[src/hdl/pcm_rms_pkg.sv]
`timescale 1ns / 1ps
// Shared widths for the PCM16 RMS level meter.
// No dependencies; imported by pcm16_rms_level, pcm_rms_chk and the testbench.
package pcm_rms_pkg;

   localparam int SAMPLE_W   = 16;              // signed PCM word
   localparam int MAG_W      = SAMPLE_W + 1;    // magnitude up to 32768
   localparam int SQ_W       = 2 * SAMPLE_W - 1; // square up to 2**30
   localparam int MEAN_W     = 32;              // mean, padded to an even width
   localparam int RMS_W      = MEAN_W / 2;      // root bits, one per root step
   localparam int ROOT_STEPS = MEAN_W / 2;
   localparam int CNT_OUT_W  = 17;              // reported count field
   localparam int SQRT_REM_W = RMS_W + 4;       // partial remainder of root

   localparam logic [RMS_W-1:0] RMS_MAX = RMS_W'(32768);

endpackage

[src/hdl/pcm16_rms_level.sv]
`timescale 1ns / 1ps
// RMS level meter for signed 16-bit PCM frames, with an iterative divider
// and square root sharing one compare/subtract unit. Depends on pcm_rms_pkg.
//
// Usage:
//   req_* carries one word per sample: req_sample, req_has_sample (0 for a
//   close-only word) and req_last (closes the frame). A word is taken on a
//   rising edge with req_valid high and req_stall low.
//   rsp_* carries one word per closed frame: rsp_rms = floor(sqrt(floor(
//   sum of squares / count))), rsp_samples_counted (low 17 bits of count)
//   and rsp_overflow (samples were dropped once the frame held MAX_SAMPLES).
//   An empty frame reports rms 0 and count 0.
// Flow:
//   Words without last are taken one per cycle while the input is open. A
//   word with last holds the input stalled while the frame is finished: a
//   flush step folds in the last square, then SUM_W restoring-divide steps
//   (SUM_W = 30 + clog2(MAX_SAMPLES + 1)) and 16 root steps, all through the
//   one shared subtractor, then a result step loads the output register once
//   it is free. An empty frame skips the divide.
//   The result word shows on rsp_* as the input reopens.
// Stall and reset:
//   The result register holds its word while rsp_stall is high; the input
//   keeps taking samples meanwhile, and a second finished frame waits in the
//   result step, input stalled, until the register frees. Synchronous reset
//   clears the frame state and drops any pending result.
module pcm16_rms_level
   import pcm_rms_pkg::*;
#(
   parameter int MAX_SAMPLES = 65536
) (
   input  logic                 clock,
   input  logic                 reset,
   input  logic                 req_valid,
   output logic                 req_stall,
   input  logic [SAMPLE_W-1:0]  req_sample,
   input  logic                 req_has_sample,
   input  logic                 req_last,
   output logic                 rsp_valid,
   input  logic                 rsp_stall,
   output logic [RMS_W-1:0]     rsp_rms,
   output logic [CNT_OUT_W-1:0] rsp_samples_counted,
   output logic                 rsp_overflow
);

   localparam int CNT_W  = $clog2(MAX_SAMPLES + 1);
   localparam int SUM_W  = SQ_W - 1 + CNT_W;
   localparam int REM_W  = (CNT_W + 1 > SQRT_REM_W) ? CNT_W + 1 : SQRT_REM_W;
   localparam int STEP_W = $clog2(SUM_W);
   localparam logic [CNT_W-1:0]  MAX_CNT   = CNT_W'(MAX_SAMPLES);
   localparam logic [STEP_W-1:0] DIV_LAST  = STEP_W'(SUM_W - 1);
   localparam logic [STEP_W-1:0] ROOT_LAST = STEP_W'(ROOT_STEPS - 1);

   // sequencer states
   localparam logic [2:0] S_IDLE   = 3'd0;
   localparam logic [2:0] S_FLUSH  = 3'd1;
   localparam logic [2:0] S_DIV    = 3'd2;
   localparam logic [2:0] S_SQRT   = 3'd3;
   localparam logic [2:0] S_RESULT = 3'd4;

   logic [2:0]             state_ff, state_in;
   logic [SUM_W-1:0]       sum_ff, sum_in;
   logic [CNT_W-1:0]       count_ff, count_in;
   logic                   ovf_ff, ovf_in;
   logic [SQ_W-1:0]        sq_ff, sq_in;
   logic                   pend_ff, pend_in;
   logic [SUM_W-1:0]       dvd_ff, dvd_in;
   logic [REM_W-1:0]       rem_ff, rem_in;
   logic [MEAN_W-1:0]      mean_ff, mean_in;
   logic [RMS_W-1:0]       root_ff, root_in;
   logic [STEP_W-1:0]      step_ff, step_in;
   logic                   rsp_valid_ff, rsp_valid_in;
   logic [RMS_W-1:0]       rsp_rms_ff, rsp_rms_in;
   logic [CNT_OUT_W-1:0]   rsp_cnt_ff, rsp_cnt_in;
   logic                   rsp_ovf_ff, rsp_ovf_in;

   logic                   req_take;
   logic                   rsp_free;
   logic [MAG_W-1:0]       mag;
   logic [2*MAG_W-1:0]     mag_sq;
   logic [REM_W-1:0]       sub_a, sub_b;
   logic [REM_W:0]         diff;
   logic                   fits;

   assign req_stall = (state_ff != S_IDLE);
   assign req_take  = req_valid && !req_stall;
   assign rsp_free  = !rsp_valid_ff || !rsp_stall;

   // Magnitude of the two's complement word: negate the sign-extended value.
   assign mag    = req_sample[SAMPLE_W-1] ? (MAG_W'(0) - {1'b1, req_sample})
                                          : {1'b0, req_sample};
   assign mag_sq = mag * mag;

   // Shared compare/subtract unit: the divider and the root each feed it
   // a shifted partial remainder and a trial subtrahend.
   always_comb begin
      unique case (state_ff)
         S_DIV: begin
            sub_a = {rem_ff[REM_W-2:0], dvd_ff[SUM_W-1]};
            sub_b = REM_W'(count_ff);
         end
         S_SQRT: begin
            sub_a = {rem_ff[REM_W-3:0], mean_ff[MEAN_W-1 -: 2]};
            sub_b = REM_W'({root_ff, 2'b01});
         end
         default: begin
            sub_a = '0;
            sub_b = '0;
         end
      endcase
   end

   assign diff = {1'b0, sub_a} - {1'b0, sub_b};
   assign fits = !diff[REM_W];

   always_comb begin
      state_in     = state_ff;
      count_in     = count_ff;
      ovf_in       = ovf_ff;
      sq_in        = sq_ff;
      pend_in      = 1'b0;
      dvd_in       = dvd_ff;
      rem_in       = rem_ff;
      mean_in      = mean_ff;
      root_in      = root_ff;
      step_in      = step_ff;
      rsp_valid_in = rsp_valid_ff && rsp_stall;
      rsp_rms_in   = rsp_rms_ff;
      rsp_cnt_in   = rsp_cnt_ff;
      rsp_ovf_in   = rsp_ovf_ff;

      // Fold the square registered on the previous cycle into the sum.
      sum_in = pend_ff ? (sum_ff + SUM_W'(sq_ff)) : sum_ff;

      unique case (state_ff)
         S_IDLE: begin
            if (req_take) begin
               if (req_has_sample) begin
                  if (count_ff < MAX_CNT) begin
                     sq_in    = mag_sq[SQ_W-1:0];
                     pend_in  = 1'b1;
                     count_in = count_ff + CNT_W'(1);
                  end else begin
                     ovf_in = 1'b1;
                  end
               end
               if (req_last) begin
                  state_in = S_FLUSH;
               end
            end
         end
         S_FLUSH: begin
            // Sum is final this cycle; skip the divide for an empty frame.
            dvd_in  = sum_in;
            rem_in  = '0;
            root_in = '0;
            step_in = '0;
            mean_in = '0;
            if (count_ff == '0) begin
               state_in = S_SQRT;
            end else begin
               state_in = S_DIV;
            end
         end
         S_DIV: begin
            dvd_in  = {dvd_ff[SUM_W-2:0], fits};
            rem_in  = fits ? diff[REM_W-1:0] : sub_a;
            step_in = step_ff + STEP_W'(1);
            if (step_ff == DIV_LAST) begin
               // Quotient never exceeds 2**30; take it as the mean.
               mean_in  = MEAN_W'(dvd_in[SQ_W-1:0]);
               rem_in   = '0;
               root_in  = '0;
               step_in  = '0;
               state_in = S_SQRT;
            end
         end
         S_SQRT: begin
            rem_in  = fits ? diff[REM_W-1:0] : sub_a;
            root_in = {root_ff[RMS_W-2:0], fits};
            mean_in = {mean_ff[MEAN_W-3:0], 2'b00};
            step_in = step_ff + STEP_W'(1);
            if (step_ff == ROOT_LAST) begin
               state_in = S_RESULT;
            end
         end
         S_RESULT: begin
            // Hold here until the output register frees, then clear the frame.
            if (rsp_free) begin
               rsp_valid_in = 1'b1;
               rsp_rms_in   = root_ff;
               rsp_cnt_in   = CNT_OUT_W'(count_ff);
               rsp_ovf_in   = ovf_ff;
               sum_in       = '0;
               count_in     = '0;
               ovf_in       = 1'b0;
               state_in     = S_IDLE;
            end
         end
         default: begin
            state_in = S_IDLE;
         end
      endcase
   end

   always_ff @(posedge clock) begin
      if (reset) begin
         state_ff     <= S_IDLE;
         sum_ff       <= '0;
         count_ff     <= '0;
         ovf_ff       <= 1'b0;
         pend_ff      <= 1'b0;
         rsp_valid_ff <= 1'b0;
      end else begin
         state_ff     <= state_in;
         sum_ff       <= sum_in;
         count_ff     <= count_in;
         ovf_ff       <= ovf_in;
         pend_ff      <= pend_in;
         rsp_valid_ff <= rsp_valid_in;
      end
   end

   always_ff @(posedge clock) begin
      sq_ff      <= sq_in;
      dvd_ff     <= dvd_in;
      rem_ff     <= rem_in;
      mean_ff    <= mean_in;
      root_ff    <= root_in;
      step_ff    <= step_in;
      rsp_rms_ff <= rsp_rms_in;
      rsp_cnt_ff <= rsp_cnt_in;
      rsp_ovf_ff <= rsp_ovf_in;
   end

   assign rsp_valid           = rsp_valid_ff;
   assign rsp_rms             = rsp_rms_ff;
   assign rsp_samples_counted = rsp_cnt_ff;
   assign rsp_overflow        = rsp_ovf_ff;

endmodule

[config.mk]
export PLATFORM = sky130hd
export DESIGN_NAME = pcm16_rms_level
export DESIGN_NICKNAME = d
export VERILOG_FILES = /design/src/hdl/pcm_rms_pkg.sv /design/src/hdl/pcm16_rms_level.sv
export SDC_FILE = /design/constraint.sdc
export NUM_CORES = 1
export LEC_CHECK = 0
export ABC_AREA = 1
export BUFFER_PORTS_ARGS = -buffer_cell sky130_fd_sc_hd__clkbuf_2
export CAP_MARGIN = 15
export CORE_ASPECT_RATIO = 2
export CORE_MARGIN = 2
export CORE_UTILIZATION = 43
export CTS_CLUSTER_SIZE = 16
export DETAILED_ROUTE_END_ITERATION = 12
export GPL_ROUTABILITY_DRIVEN = 0
export HOLD_SLACK_MARGIN = 0.08
export SYNTH_ARGS = -nofsm -noshare
export SYNTH_HDL_FRONTEND = slang
export SYNTH_SLANG_ARGS = --single-unit
export TNS_END_PERCENT = 10
[constraint.sdc]
create_clock -name clock -period 18.7 [get_ports clock]
set_input_delay 2.805 -clock clock [delete_from_list [all_inputs] [get_ports clock]]
set_output_delay 2.805 -clock clock [all_outputs]
set_load 0.05 [all_outputs]
==> metrics.md <==
| Metric | Value |
|---|---|
| Status | `finished, final reports clean` |
| Post-synth EDFFs | `around 180` |
| Slowest cell on the critical path | `fa_1` |
| Required @ worst endpoint | `about 19 ns` |
| Max Cap Viol | `0` |
| Reg2reg start | `state_ff[2]` |
| Max-slew headroom | `25.1%` |
| Slew @ Worst Pin | `between 1 and 1.5 ns` |
| Number of global-route vias before repair | `20,415` |
| Area leader, netlist | `edfxtp_1` |
| Clock latency on the worst-skew pair | `0.57 ns` |
| CTS tree | `done` |
| Clk sinks | `approximately 250` |
| GRT Total Usage | `24.1%` |
| Family with the most delay on the worst path | `adder cells` |
| Die H | `between 300 and 400 microns` |
| DRC Markers | `0` |
| Worst hold endpoint | `rsp_rms[4]` |
| Die span in x | `between 150 and 200 microns` |
| Resize count post-CTS | `0` |
| Longest Clk Path Bufs | `3` |
| Cts hold-fix bufs | `0` |
| Hold Path Class | `reg -> reg` |
| CP bufs+invs | `8` |
| Share of cells above drive strength 1 | `5.60%` |
| Mapped Cells | `about 2,900` |
| Top_reg_cell synth | `edfxtp_1` |
| IO Count | `58` |
| Routed Antenna Nets | `0` |
| Initial antenna violation count | `0` |
| Seq cells post-synth | `approximately 250` |
| Layout net count | `3,305` |
| Hold Violations, Final | `0` |
| Async set or reset register ratio after synthesis | `0%` |
| Arr. time, crit path | `10.43 ns` |
| Count of different cell masters after synthesis | `55` |
| First-pass GRT wire length | `103,000 microns` |
| Dpl hpwl | `53,800 microns` |
| Hold depth | `0` |
| Synthesis-to-layout area growth | `8.07%` |
| Endpoint type of the worst setup path | `flop` |
| H-tree depth | `1` |
| Drt wl/cell | `roughly 18 microns` |
| Initial Util | `between 40% and 50%` |
| Min-delay src | `root_ff[4]` |
| Minimum clock period | `around 10 ns` |
| Yosys synthesis warning count | `0` |
| Port buffer count | `57` |
| Critical setup path kind | `in -> reg` |
| Total CTS buffers | `23` |
| Core region area | `0.0518 sq mm` |
| Slew Viols, Final | `0` |
| Congestion Overflow GR | `0` |
| Post-CTS Setup Repair Bufs | `0` |
| Die footprint | `0.0544 sq mm` |
| Row Count | `118` |
| Final setup vio count | `0` |
| Unrepaired setup endpoints after global routing | `false` |
| Top-area cell type share of the netlist area | `24.5%` |
| Fillers | `5,145` |
| Commonest non-fill, non-tap cell in the layout | `nand2_1` |
| Vias per cell | `5.16` |
| Clk pin slew, worst setup/hold paths | `0.07 ns` |
| Antenna Cells | `0` |
| Setup_tns | `0 ns` |
| Average size of a mapped cell | `7.84 sq um` |
| R2R depth | `20` |
| Mapped Area | `roughly 0.023 sq mm` |
| Via Count | `approximately 19,000` |
| Critical path peak fanout | `15` |
| Crit path largest cell delay | `0.56 ns` |
| Period utilisation layout | `54.1%` |
| Cells taking the most area after synthesis | `edfxtp_1 (24%), fa_1 (17%), nand2_1 (12%)` |
| Worst r2r dst | `rem_ff[16]` |
| Skew final | `0.0293 ns` |
| Final WL | `roughly 65,000 microns` |
| Area taken by multi-input logic gates | `around 0.013 sq mm` |
| Post-synthesis sequential area ratio | `30.7%` |
| Max Fclk | `0.0989 GHz` |
| Most frequent cells in the layout | `nand2_1 (744), inv_1 (584), nor2_1 (282), fa_1 (194), edfxtp_1 (184)` |
| Storage cell area | `0.00693 sq mm` |
| FF-to-FF setup slack | `13.96 ns` |
| Setup crit start kind | `input pin` |
| Drt first-iter violations | `about 970` |
| Largest net degree at the start of global routing | `64` |
| First-pass iteration count of the detailed router | `5` |
| Root buf cell | `clkbuf_16` |
[per-layer routing]
| metal | routed length (microns) | global-route usage, % |
|---|---|---|
| met1 | 19500 | 19.3 |
| met2 | 36800 | 49.5 |
| met3 | 1810 | 2.06 |
| met4 | 6970 | 22.1 |
| met5 | 0 | 0 |
[area by class of cell]
| cell class | count | share of cell area (%) |
|---|---|---|
| multi-input combinational | 2002 | 54.3 |
| tap | 660 | 3.39 |
| clock inverter | 10 | 0.410 |
| inverter | 595 | 9.17 |
| sequential | 254 | 28.4 |
| timing repair buffer | 69 | 1.54 |
| clock buffer | 32 | 2.75 |
[worst max path at each step]
stage | start | end | slack [ns] | cells after the start
2_1_floorplan | req_sample[0] | sq_ff[30] | 9.57 | 29
4_1_cts | req_sample[0] | sq_ff[27] | 8.85 | 25
3_5_place_dp | req_sample[0] | sq_ff[27] | 8.26 | 25
3_3_place_gp | req_sample[0] | sq_ff[27] | 8.46 | 26
5_1_grt | req_sample[0] | sq_ff[25] | 8.19 | 27
6_report | req_sample[0] | sq_ff[25] | 8.58 | 27
[synthesized netlist by cell type (all sizes together), types with 11 or more instances]
library cell	instances
xor2	26
clkbuf	31
o21ai	81
nand4	26
or2	17
dfxtp	70
xnor2	32
ha	144
edfxtp	184
nor3	30
buf	29
a21oi	136
nand2	754
nor4	12
o21bai	11
o22ai	17
nand3	150
fa	194
inv	593
nor2	288
nand3b	13
[state kept, by name, indices dropped and copies added, names as in the netlist]
register / cells
state_ff: 3
mean_ff: 32
rsp_overflow: 1
rsp_samples_counted: 17
sum_ff: 47
ovf_ff: 1
sq_ff: 30
root_ff: 16
pend_ff: 1
rsp_rms: 16
rem_ff: 19
count_ff: 17
dvd_ff: 47
step_ff: 6
rsp_valid: 1
[cells by family after synthesis]
family	after synthesis	synth area share, %
AO/OA/AOI/OAI	277	6.87
AND/OR/NAND/NOR	1293	23.7
adder cells (fa/ha/maj)	338	25.2
buffers and inverters	655	11.3
flip-flops	254	30.7
XOR/XNOR	58	2.25
multiplexers	1	0.0444
other	2	0.0333
[metrics by stage]
stage	instance area, sq um	std cells	util (%)	hold slack [ns]	setup slack, ns
2_1_floorplan	22700	2911	-	0.403	9.57
3_3_place_gp	23600	3580	45.6	0.429	8.46
3_5_place_dp	23600	3580	45.6	0.431	8.26
4_1_cts	24400	3622	47.1	0.451	8.85
5_1_grt	24400	3622	47.1	0.458	8.19
6_report	24400	3622	47.1	0.454	8.58
Power is left out: the tool's default activity adds up to more than one toggle a clock period on the data nets, which glitch-free logic cannot reach.
